`src/design/lec_pkg.sv`:
```
`default_nettype none
package lec_pkg;

   localparam int GAMMA_TENTHS = 22;
   localparam int GAMMA_INT    = GAMMA_TENTHS / 10;
   localparam int GAMMA_FRAC   = GAMMA_TENTHS % 10;

   localparam int LUT_DEPTH = 101;
   localparam int DUTY_W    = 10;
   localparam int PCT_W     = 7;
   localparam int CSR_IDX_W = 3;
   localparam int CSR_DAT_W = 32;

   localparam logic [PCT_W-1:0] PCT_MAX = PCT_W'(100);
   localparam logic signed [7:0] LEVEL_MAX = 8'sd100;
   localparam logic signed [7:0] LEVEL_MIN = -8'sd100;

   // operating modes
   localparam logic [2:0] MODE_STEADY = 3'd0;
   localparam logic [2:0] MODE_BLINK  = 3'd1;
   localparam logic [2:0] MODE_CYCLIC = 3'd2;
   localparam logic [2:0] MODE_SINGLE = 3'd3;
   localparam logic [2:0] MODE_BREATH = 3'd4;

   // register indexes
   localparam logic [CSR_IDX_W-1:0] CSR_MODE   = 3'd0;
   localparam logic [CSR_IDX_W-1:0] CSR_BRIGHT = 3'd1;
   localparam logic [CSR_IDX_W-1:0] CSR_BLINK  = 3'd2;
   localparam logic [CSR_IDX_W-1:0] CSR_PON    = 3'd3;
   localparam logic [CSR_IDX_W-1:0] CSR_PPER   = 3'd4;

   // input commands
   localparam logic CMD_TICK  = 1'b0;
   localparam logic CMD_START = 1'b1;

   localparam logic [63:0] Q30_ONE = 64'd1 << 30;

   typedef logic [LUT_DEPTH-1:0][DUTY_W-1:0] gamma_lut_type;

   function automatic logic [63:0] q_mul(logic [63:0] a, logic [63:0] b);
      return (a * b) >> 30;
   endfunction

   function automatic logic [63:0] q_pow(logic [63:0] x, int n);
      logic [63:0] r;
      r = Q30_ONE;
      for (int i = 0; i < n; i++) begin
         r = q_mul(r, x);
      end
      return r;
   endfunction

   // largest Q30 r in [0, 1] with r^10 <= v
   function automatic logic [63:0] q_root10(logic [63:0] v);
      logic [63:0] lo;
      logic [63:0] hi;
      logic [63:0] mid;
      lo = 64'd0;
      hi = Q30_ONE;
      while (lo < hi) begin
         mid = lo + (hi - lo + 64'd1) / 2;
         if (q_pow(mid, 10) <= v) begin
            lo = mid;
         end else begin
            hi = mid - 64'd1;
         end
      end
      return lo;
   endfunction

   // evaluated at elaboration only
   function automatic gamma_lut_type build_gamma_lut();
      gamma_lut_type lut;
      logic [63:0] x;
      logic [63:0] y;
      logic [63:0] d;
      lut = '0;
      for (int p = 0; p < LUT_DEPTH; p++) begin
         x = (64'(p) << 30) / 100;
         y = q_mul(q_pow(x, GAMMA_INT), q_root10(q_pow(x, GAMMA_FRAC)));
         d = (y * 64'd1000 + (Q30_ONE >> 1)) >> 30;
         if (d > 64'd1000) begin
            d = 64'd1000;
         end
         lut[p] = d[DUTY_W-1:0];
      end
      return lut;
   endfunction

   localparam gamma_lut_type GAMMA_LUT = build_gamma_lut();

endpackage
`default_nettype wire

```
`src/design/lec_if.sv`:
```
`default_nettype none
interface lec_req_if;
   logic        valid;
   logic        ready;
   logic        command;
   logic [31:0] now_ms;

   modport source (output valid, output command, output now_ms, input ready);
   modport sink   (input valid, input command, input now_ms, output ready);
endinterface

interface lec_rsp_if;
   logic                         valid;
   logic                         ready;
   logic                         pwm_enable;
   logic [lec_pkg::DUTY_W-1:0]   duty_tenths;

   modport source (output valid, output pwm_enable, output duty_tenths, input ready);
   modport sink   (input valid, input pwm_enable, input duty_tenths, output ready);
endinterface
`default_nettype wire

```
`src/design/led_effect_controller.sv`:
```
// LED effect controller. Each request carries a command (tick or single-pulse
// start) and a millisecond time stamp; each produces exactly one response with
// the PWM enable and gamma-corrected duty (tenths of a percent) after that
// request. Modes: steady, blink, cyclic pulse, single pulse, breathe, chosen
// through the csr_ write port, which may only be used while the block is idle.
// Without backpressure the block takes one request per clock: the request sits
// in an input register, and the mode update (one 32-bit time subtract and
// compare, gamma table lookup) runs from there into the response register
// when that register is empty or being read. The input register also absorbs
// one request while a response is held by a stalled consumer.
`default_nettype none
module led_effect_controller (
   input  wire logic                              clock,
   input  wire logic                              reset,
   lec_req_if.sink                                req_chan,
   lec_rsp_if.source                              rsp_chan,
   input  wire logic                              csr_we,
   input  wire logic [lec_pkg::CSR_IDX_W-1:0]     csr_index,
   input  wire logic [lec_pkg::CSR_DAT_W-1:0]     csr_wdata
);

   // configuration
   logic [2:0]                  mode_ff, mode_in;
   logic [lec_pkg::PCT_W-1:0]   bright_ff, bright_in;
   logic [15:0]                 blink_ff, blink_in;
   logic [31:0]                 pon_ff, pon_in;
   logic [31:0]                 pper_ff, pper_in;
   logic                        csr_hit;

   // effect state
   logic                        lit_ff, lit_in;
   logic                        enable_ff, enable_in;
   logic [lec_pkg::DUTY_W-1:0]  duty_ff, duty_in;
   logic [31:0]                 last_ff, last_in;
   logic [1:0]                  edges_ff, edges_in;
   logic signed [7:0]           level_ff, level_in;

   // pipeline
   logic                        s1_valid_ff;
   logic                        s1_cmd_ff;
   logic [31:0]                 s1_now_ff;
   logic                        rsp_valid_ff;
   logic                        rsp_enable_ff;
   logic [lec_pkg::DUTY_W-1:0]  rsp_duty_ff;
   logic                        advance;
   logic                        req_xfer;

   // tick datapath
   logic [31:0]                 elapsed;
   logic [31:0]                 pulse_wait;
   logic                        pulse_ok;
   logic [lec_pkg::PCT_W-1:0]   clamp_pct;
   logic signed [7:0]           level_adj;
   logic signed [7:0]           level_abs;

   assign advance  = s1_valid_ff && (!rsp_valid_ff || rsp_chan.ready);
   assign req_chan.ready = !s1_valid_ff || advance;
   assign req_xfer = req_chan.valid && req_chan.ready;

   assign rsp_chan.valid       = rsp_valid_ff;
   assign rsp_chan.pwm_enable  = rsp_enable_ff;
   assign rsp_chan.duty_tenths = rsp_duty_ff;

   assign clamp_pct = (csr_wdata[lec_pkg::PCT_W-1:0] > lec_pkg::PCT_MAX) ?
                      lec_pkg::PCT_MAX : csr_wdata[lec_pkg::PCT_W-1:0];

   // configuration decode
   always_comb begin
      mode_in   = mode_ff;
      bright_in = bright_ff;
      blink_in  = blink_ff;
      pon_in    = pon_ff;
      pper_in   = pper_ff;
      csr_hit   = 1'b0;
      if (csr_we) begin
         unique case (csr_index)
            lec_pkg::CSR_MODE: begin
               mode_in = csr_wdata[2:0];
               csr_hit = 1'b1;
            end
            lec_pkg::CSR_BRIGHT: begin
               bright_in = clamp_pct;
               csr_hit   = 1'b1;
            end
            lec_pkg::CSR_BLINK: begin
               blink_in = csr_wdata[15:0];
               csr_hit  = 1'b1;
            end
            lec_pkg::CSR_PON: begin
               pon_in  = csr_wdata;
               csr_hit = 1'b1;
            end
            lec_pkg::CSR_PPER: begin
               pper_in = csr_wdata;
               csr_hit = 1'b1;
            end
            default: begin
               csr_hit = 1'b0;
            end
         endcase
      end
   end

   assign elapsed    = s1_now_ff - last_ff;
   assign pulse_wait = lit_ff ? pon_ff : (pper_ff - pon_ff);
   assign pulse_ok   = (pon_ff != 32'd0) && (pper_ff >= pon_ff) &&
                       !((mode_ff == lec_pkg::MODE_SINGLE) && (edges_ff >= 2'd2));
   assign level_adj  = (level_ff > lec_pkg::LEVEL_MAX) ? lec_pkg::LEVEL_MIN : level_ff;
   assign level_abs  = (level_adj < 0) ? -level_adj : level_adj;

   // effect update for a configuration write or the item leaving the input register
   always_comb begin
      lit_in    = lit_ff;
      enable_in = enable_ff;
      duty_in   = duty_ff;
      last_in   = last_ff;
      edges_in  = edges_ff;
      level_in  = level_ff;
      if (csr_hit) begin
         lit_in    = (mode_in == lec_pkg::MODE_BREATH);
         enable_in = (mode_in == lec_pkg::MODE_BREATH);
         level_in  = 8'(signed'({1'b0, bright_in}));
      end else if (advance) begin
         if (s1_cmd_ff == lec_pkg::CMD_START) begin
            if (mode_ff == lec_pkg::MODE_SINGLE) begin
               lit_in    = 1'b0;
               enable_in = 1'b0;
               edges_in  = 2'd0;
            end
         end else begin
            case (mode_ff) inside
               lec_pkg::MODE_STEADY: begin
                  if (bright_ff == '0) begin
                     enable_in = 1'b0;
                  end else begin
                     enable_in = 1'b1;
                     duty_in   = lec_pkg::GAMMA_LUT[bright_ff];
                  end
               end
               lec_pkg::MODE_BLINK: begin
                  if ((blink_ff != 16'd0) && (elapsed >= {16'd0, blink_ff})) begin
                     last_in   = s1_now_ff;
                     lit_in    = !lit_ff;
                     enable_in = !lit_ff;
                  end
               end
               lec_pkg::MODE_CYCLIC, lec_pkg::MODE_SINGLE: begin
                  if (pulse_ok && (elapsed >= pulse_wait)) begin
                     last_in   = s1_now_ff;
                     lit_in    = !lit_ff;
                     enable_in = !lit_ff;
                     if (mode_ff == lec_pkg::MODE_SINGLE) begin
                        edges_in = edges_ff + 2'd1;
                     end
                  end
               end
               lec_pkg::MODE_BREATH: begin
                  duty_in  = lec_pkg::GAMMA_LUT[level_abs[lec_pkg::PCT_W-1:0]];
                  level_in = level_adj + 8'sd1;
               end
               default: begin
                  lit_in = lit_ff;
               end
            endcase
         end
      end
   end

   always_ff @(posedge clock) begin
      if (reset) begin
         mode_ff      <= lec_pkg::MODE_STEADY;
         bright_ff    <= '0;
         blink_ff     <= '0;
         pon_ff       <= '0;
         pper_ff      <= '0;
         lit_ff       <= 1'b0;
         enable_ff    <= 1'b0;
         duty_ff      <= '0;
         last_ff      <= '0;
         edges_ff     <= '0;
         level_ff     <= '0;
         s1_valid_ff  <= 1'b0;
         rsp_valid_ff <= 1'b0;
      end else begin
         mode_ff   <= mode_in;
         bright_ff <= bright_in;
         blink_ff  <= blink_in;
         pon_ff    <= pon_in;
         pper_ff   <= pper_in;
         lit_ff    <= lit_in;
         enable_ff <= enable_in;
         duty_ff   <= duty_in;
         last_ff   <= last_in;
         edges_ff  <= edges_in;
         level_ff  <= level_in;
         if (req_xfer) begin
            s1_valid_ff <= 1'b1;
         end else if (advance) begin
            s1_valid_ff <= 1'b0;
         end
         if (advance) begin
            rsp_valid_ff <= 1'b1;
         end else if (rsp_chan.ready) begin
            rsp_valid_ff <= 1'b0;
         end
      end
   end

   // payload registers
   always_ff @(posedge clock) begin
      if (req_xfer) begin
         s1_cmd_ff <= req_chan.command;
         s1_now_ff <= req_chan.now_ms;
      end
      if (advance) begin
         rsp_enable_ff <= enable_in;
         rsp_duty_ff   <= duty_in;
      end
   end

endmodule
`default_nettype wire

```
`src/flat_wrapper.sv`:
```
// flat-port wrapper written by rule: the top's interface ports become plain ports
module led_effect_controller_flat 
  (clock, reset, csr_we, csr_index, csr_wdata, req_chan_valid, req_chan_command, req_chan_now_ms, req_chan_ready, rsp_chan_valid, rsp_chan_pwm_enable, rsp_chan_duty_tenths, rsp_chan_ready);
  lec_req_if req_chan_i ();
  lec_rsp_if rsp_chan_i ();
  input  wire logic clock;
  input  wire logic reset;
  input  wire logic csr_we;
  input  wire logic [lec_pkg::CSR_IDX_W-1:0] csr_index;
  input  wire logic [lec_pkg::CSR_DAT_W-1:0] csr_wdata;
  input wire logic [$bits(req_chan_i.valid)-1:0] req_chan_valid;
  input wire logic [$bits(req_chan_i.command)-1:0] req_chan_command;
  input wire logic [$bits(req_chan_i.now_ms)-1:0] req_chan_now_ms;
  output wire logic [$bits(req_chan_i.ready)-1:0] req_chan_ready;
  output wire logic [$bits(rsp_chan_i.valid)-1:0] rsp_chan_valid;
  output wire logic [$bits(rsp_chan_i.pwm_enable)-1:0] rsp_chan_pwm_enable;
  output wire logic [$bits(rsp_chan_i.duty_tenths)-1:0] rsp_chan_duty_tenths;
  input wire logic [$bits(rsp_chan_i.ready)-1:0] rsp_chan_ready;
  assign req_chan_i.valid = req_chan_valid;
  assign req_chan_i.command = req_chan_command;
  assign req_chan_i.now_ms = req_chan_now_ms;
  assign req_chan_ready = req_chan_i.ready;
  assign rsp_chan_valid = rsp_chan_i.valid;
  assign rsp_chan_pwm_enable = rsp_chan_i.pwm_enable;
  assign rsp_chan_duty_tenths = rsp_chan_i.duty_tenths;
  assign rsp_chan_i.ready = rsp_chan_ready;
  led_effect_controller u_core (.clock(clock), .reset(reset), .req_chan(req_chan_i), .rsp_chan(rsp_chan_i), .csr_we(csr_we), .csr_index(csr_index), .csr_wdata(csr_wdata));
endmodule
```
`config.mk`:
```
export PLATFORM = sky130hd
export DESIGN_NAME = led_effect_controller_flat
export DESIGN_NICKNAME = d
export VERILOG_FILES = /design/src/design/lec_pkg.sv /design/src/design/lec_if.sv /design/src/design/led_effect_controller.sv /design/src/flat_wrapper.sv
export SDC_FILE = /design/constraint.sdc
export NUM_CORES = 1
export LEC_CHECK = 0
export ABC_AREA = 1
export BUFFER_PORTS_ARGS = -buffer_cell sky130_fd_sc_hd__buf_2
export CELL_PAD_IN_SITES_DETAIL_PLACEMENT = 0
export CELL_PAD_IN_SITES_GLOBAL_PLACEMENT = 1
export CORE_ASPECT_RATIO = 0.9
export CORE_UTILIZATION = 48
export CTS_CLUSTER_SIZE = 30
export DETAILED_ROUTE_END_ITERATION = 8
export HOLD_SLACK_MARGIN = 0.05
export PLACE_DENSITY = 0.83
export SYNTH_ARGS = -nofsm -noshare
export SYNTH_HDL_FRONTEND = slang
export SYNTH_SLANG_ARGS = --single-unit
```
`constraint.sdc`:
```
create_clock -name clock -period 11.6 [get_ports clock]
set_clock_uncertainty 0.1 [all_clocks]
set_input_delay 0 -clock clock [delete_from_list [all_inputs] [get_ports clock]]
set_output_delay 0 -clock clock [all_outputs]
set_load 0.02 [all_outputs]
```
==> results.cfg <==
[status]
status = completed

[routing]
avgRoutedWirePerCell_um = 15.89
detail-route-antenna-nets = 0
initialDrtViolationCount = 1210
num_vias = 15810
routed_wl_mm = 46.47
drc = 0
via_per_inst = 5.404
drt_pass1_iterations = 5

[placed_design]
gp_congestion = 0.9615
dp_slack_ns = 6.415
post-place-cells = 2816
port_buffers = 85
hpwl_mm = 35.49

[floorplan]
start_util_pct = 48.79
coreArea_um2 = 31960
fp-row-count = 62
dieWidth_um = 192.0
die_h_um = 173.0
dieArea_um2 = 33210
ios = 86

[global_routing]
grt_use_total_pct = 28.33
grt_pass1_vias = 14610
grt_remaining_overflow = 0
grt_pass1_wl_mm = 74.84
antenna_found_initial = 1
grt_max_degree = 116

[synthesis]
async_reset_ff_share_pct = 0
synth_common_cells = 556 x nand2_1, 370 x inv_1, 243 x a21oi_1
netlist_instances = 2377
synth_warnings = 0
yosys.area.top_type = dfxtp_1
synth-main-ff-cell = dfxtp_1
synth.distinct_cells = 62
synth_top_cell_area_share_pct = 20.03
synth_enable_flop_cells = 44
synth_nets = 2587
synthTopCellsByArea = dfxtp_1 20%, nand2_1 13%, ha_1 11%
yosysMostFrequentCell = nand2_1
ys_seq_area_share_pct = 28.50
synth_area_per_cell_um2 = 6.560
synth_seq_cells = 200
syn_area_um2 = 15590

[power_and_ir_drop]
leakage_nw = 8.307
irDropWorstVdd_mv = 0.1151
finalPower_mw = 1.923
cellPowerDensity_nw_per_um2 = 109.2

[clock_network]
cts.sink_count = 200
path_clk_slew_ns = 0.08
h-tree-depth = 4
insertion_delay_ns = 0.47
cts_max_path_buffers = 2
numCtsBuffers = 17
cts_tree = done
ctsRootBufferMaster = clkbuf_16

[job]
drv_cap = 0

[timing]
setup_slack_ns = 6.371
setup_tns_ns = 0
rsz0062_at_grt = no
worst_pin_slew_ns = 1.054
slew_viol_final = 0
fmax_mhz = 191.3
finalCritPeriodShare_pct = 45.07
hold_violations = 0
setup_viol = 0
min_period_ns = 5.229
slew_headroom_pct = 29.73

[setup_path]
crit_top_cell = nand3_1
crit_type = reg2reg
critPathTopFamily = compound AO/OA/AOI/OAI gates
cp-start-kind = flop
crit_buf_inv = 4
critical_path_required_ns = 11.82
critPathSlowestCell = dfxtp_1
cp_max_fo = 62
cp.arrival_ns = 5.45
cpPeakStageDelay_ns = 0.38
crit_path_end_kind = flop

[final_layout]
seqCellArea_um2 = 4444
finalNonFillerCells = 2925
diodes = 0
layout-drive-gt1-share_pct = 8.091
syn2layout_area_growth_pct = 12.93
num-fill-cells = 3227
fin_nets = 2706
multiInputGateArea_um2 = 9356

[min_path]
hold_path_class = in2reg
-- where the power goes --
group | internal [mW] | switching, mW | leakage, nW | total, mW
logic | 0.206 | 0.355 | 6.32 | 0.561
clock network | 0.307 | 0.305 | 0.288 | 0.611
registers | 0.735 | 0.0158 | 1.70 | 0.751
-- final cells by class --
| class | instances | share of cell area, % |
|---|---|---|
| clock buffers | 18 | 2.437 |
| clock inverters | 14 | 0.8882 |
| inverters | 385 | 8.207 |
| multi-input cells | 1722 | 53.14 |
| flip-flops and latches | 200 | 25.24 |
| well taps | 416 | 2.956 |
| repair buffers | 170 | 7.134 |
-- repair_timing --
item | CTS | global route
hold buffers | 77 | 0
buffers inserted | 0 | 0
endpoints found under the hold margin | 136 | 0
resized for setup | 0 | 0
-- placed cells by master, fill, tap and decap left out, drive strengths merged, types with 2 or more instances in the layout --
master / n
nor4: 17
and2: 2
inv: 393
nand3: 125
xnor2: 2
a21boi: 3
a32oi: 3
o211ai: 14
a21o: 10
o22ai: 8
clkbuf: 18
nor2: 171
xor2: 20
o31ai: 5
nand2: 568
a211oi: 3
dfxtp: 156
a21oi: 247
nand4: 21
dlygate4sd3: 77
nand3b: 9
fa: 2
edfxtp: 44
a221oi: 2
o311ai: 8
o21a: 7
buf: 93
clkinv: 4
o21ai: 255
nor3: 28
ha: 135
o21bai: 3
or2: 24
o2111ai: 4
a31oi: 19
-- metal layers --
| metal | part of all wire [%] | track usage, % |
|---|---|---|
| met1 | 50 | 42.42 |
| met2 | 41 | 41.41 |
| met3 | 6.3 | 4.546 |
| met4 | 2.1 | 8.038 |
| met5 | 0 | 0 |
-- sequential cells by signal (all words and copies together), names as in the netlist, 2 cells and up, named ones only --
| signal | flops |
|---|---|
| u_core.last_ff | 32 |
| u_core.blink_ff | 16 |
| u_core.edges_ff | 2 |
| u_core.rsp_chan.duty_tenths | 10 |
| u_core.mode_ff | 3 |
| u_core.pper_ff | 32 |
| u_core.s1_now_ff | 32 |
| u_core.level_ff | 8 |
| u_core.duty_ff | 10 |
| u_core.bright_ff | 7 |
| u_core.pon_ff | 32 |
-- metrics by stage --
step	cell area, um2	util, %	hold WS (ns)
2_1_floorplan	15590	-	-0.001131
3_3_place_gp	16250	50.85	0.07592
3_5_place_dp	16250	50.85	0.07809
4_1_cts	17610	55.09	0.1202
5_1_grt	17610	55.09	0.1200
6_report	17610	55.09	0.1352
-- worst reg2reg max path, delay by kind of cell, from the launching register on --
| family | cells | cell delay, ns |
|---|---|---|
| and+or+nand+nor | 11 | 1.55 |
| DFF | 1 | 0.38 |
| buffers and inverters | 4 | 0.25 |
| adders and majority gates | 2 | 0.62 |
| AOI/OAI and AO/OA | 11 | 2.20 |
-- cell families (layout without fill, tap and decap cells) --
group	count (synthesis)	count (layout)	synth area share, %
AO/OA/AOI/OAI	595	595	20.82
XOR/XNOR	22	22	1.284
adder cells (fa/ha/maj)	137	137	11.09
buffers and inverters	455	587	11.52
flip-flops	200	200	28.50
multiplexers	1	1	0.06420
AND/OR/NAND/NOR	967	967	26.72
-- final timing paths --
path                                                 startpoint                               to  slack [ns]  cells past startpoint
worst min-delay path                        req_chan_now_ms[10]   u_core.s1_now_ff[10]$_DFFE_PP_        0.14                      2
worst max-delay path              u_core.pon_ff[2]$_SDFFE_PP0P_  u_core.last_ff[16]$_SDFFE_PP0P_        6.37                     28
worst min register to register  u_core.pper_ff[27]$_SDFFE_PP0P_  u_core.pper_ff[27]$_SDFFE_PP0P_        0.35                      2
worst max register to register    u_core.pon_ff[2]$_SDFFE_PP0P_  u_core.last_ff[16]$_SDFFE_PP0P_        6.37                     28
(Power assumes the default switching activity.)
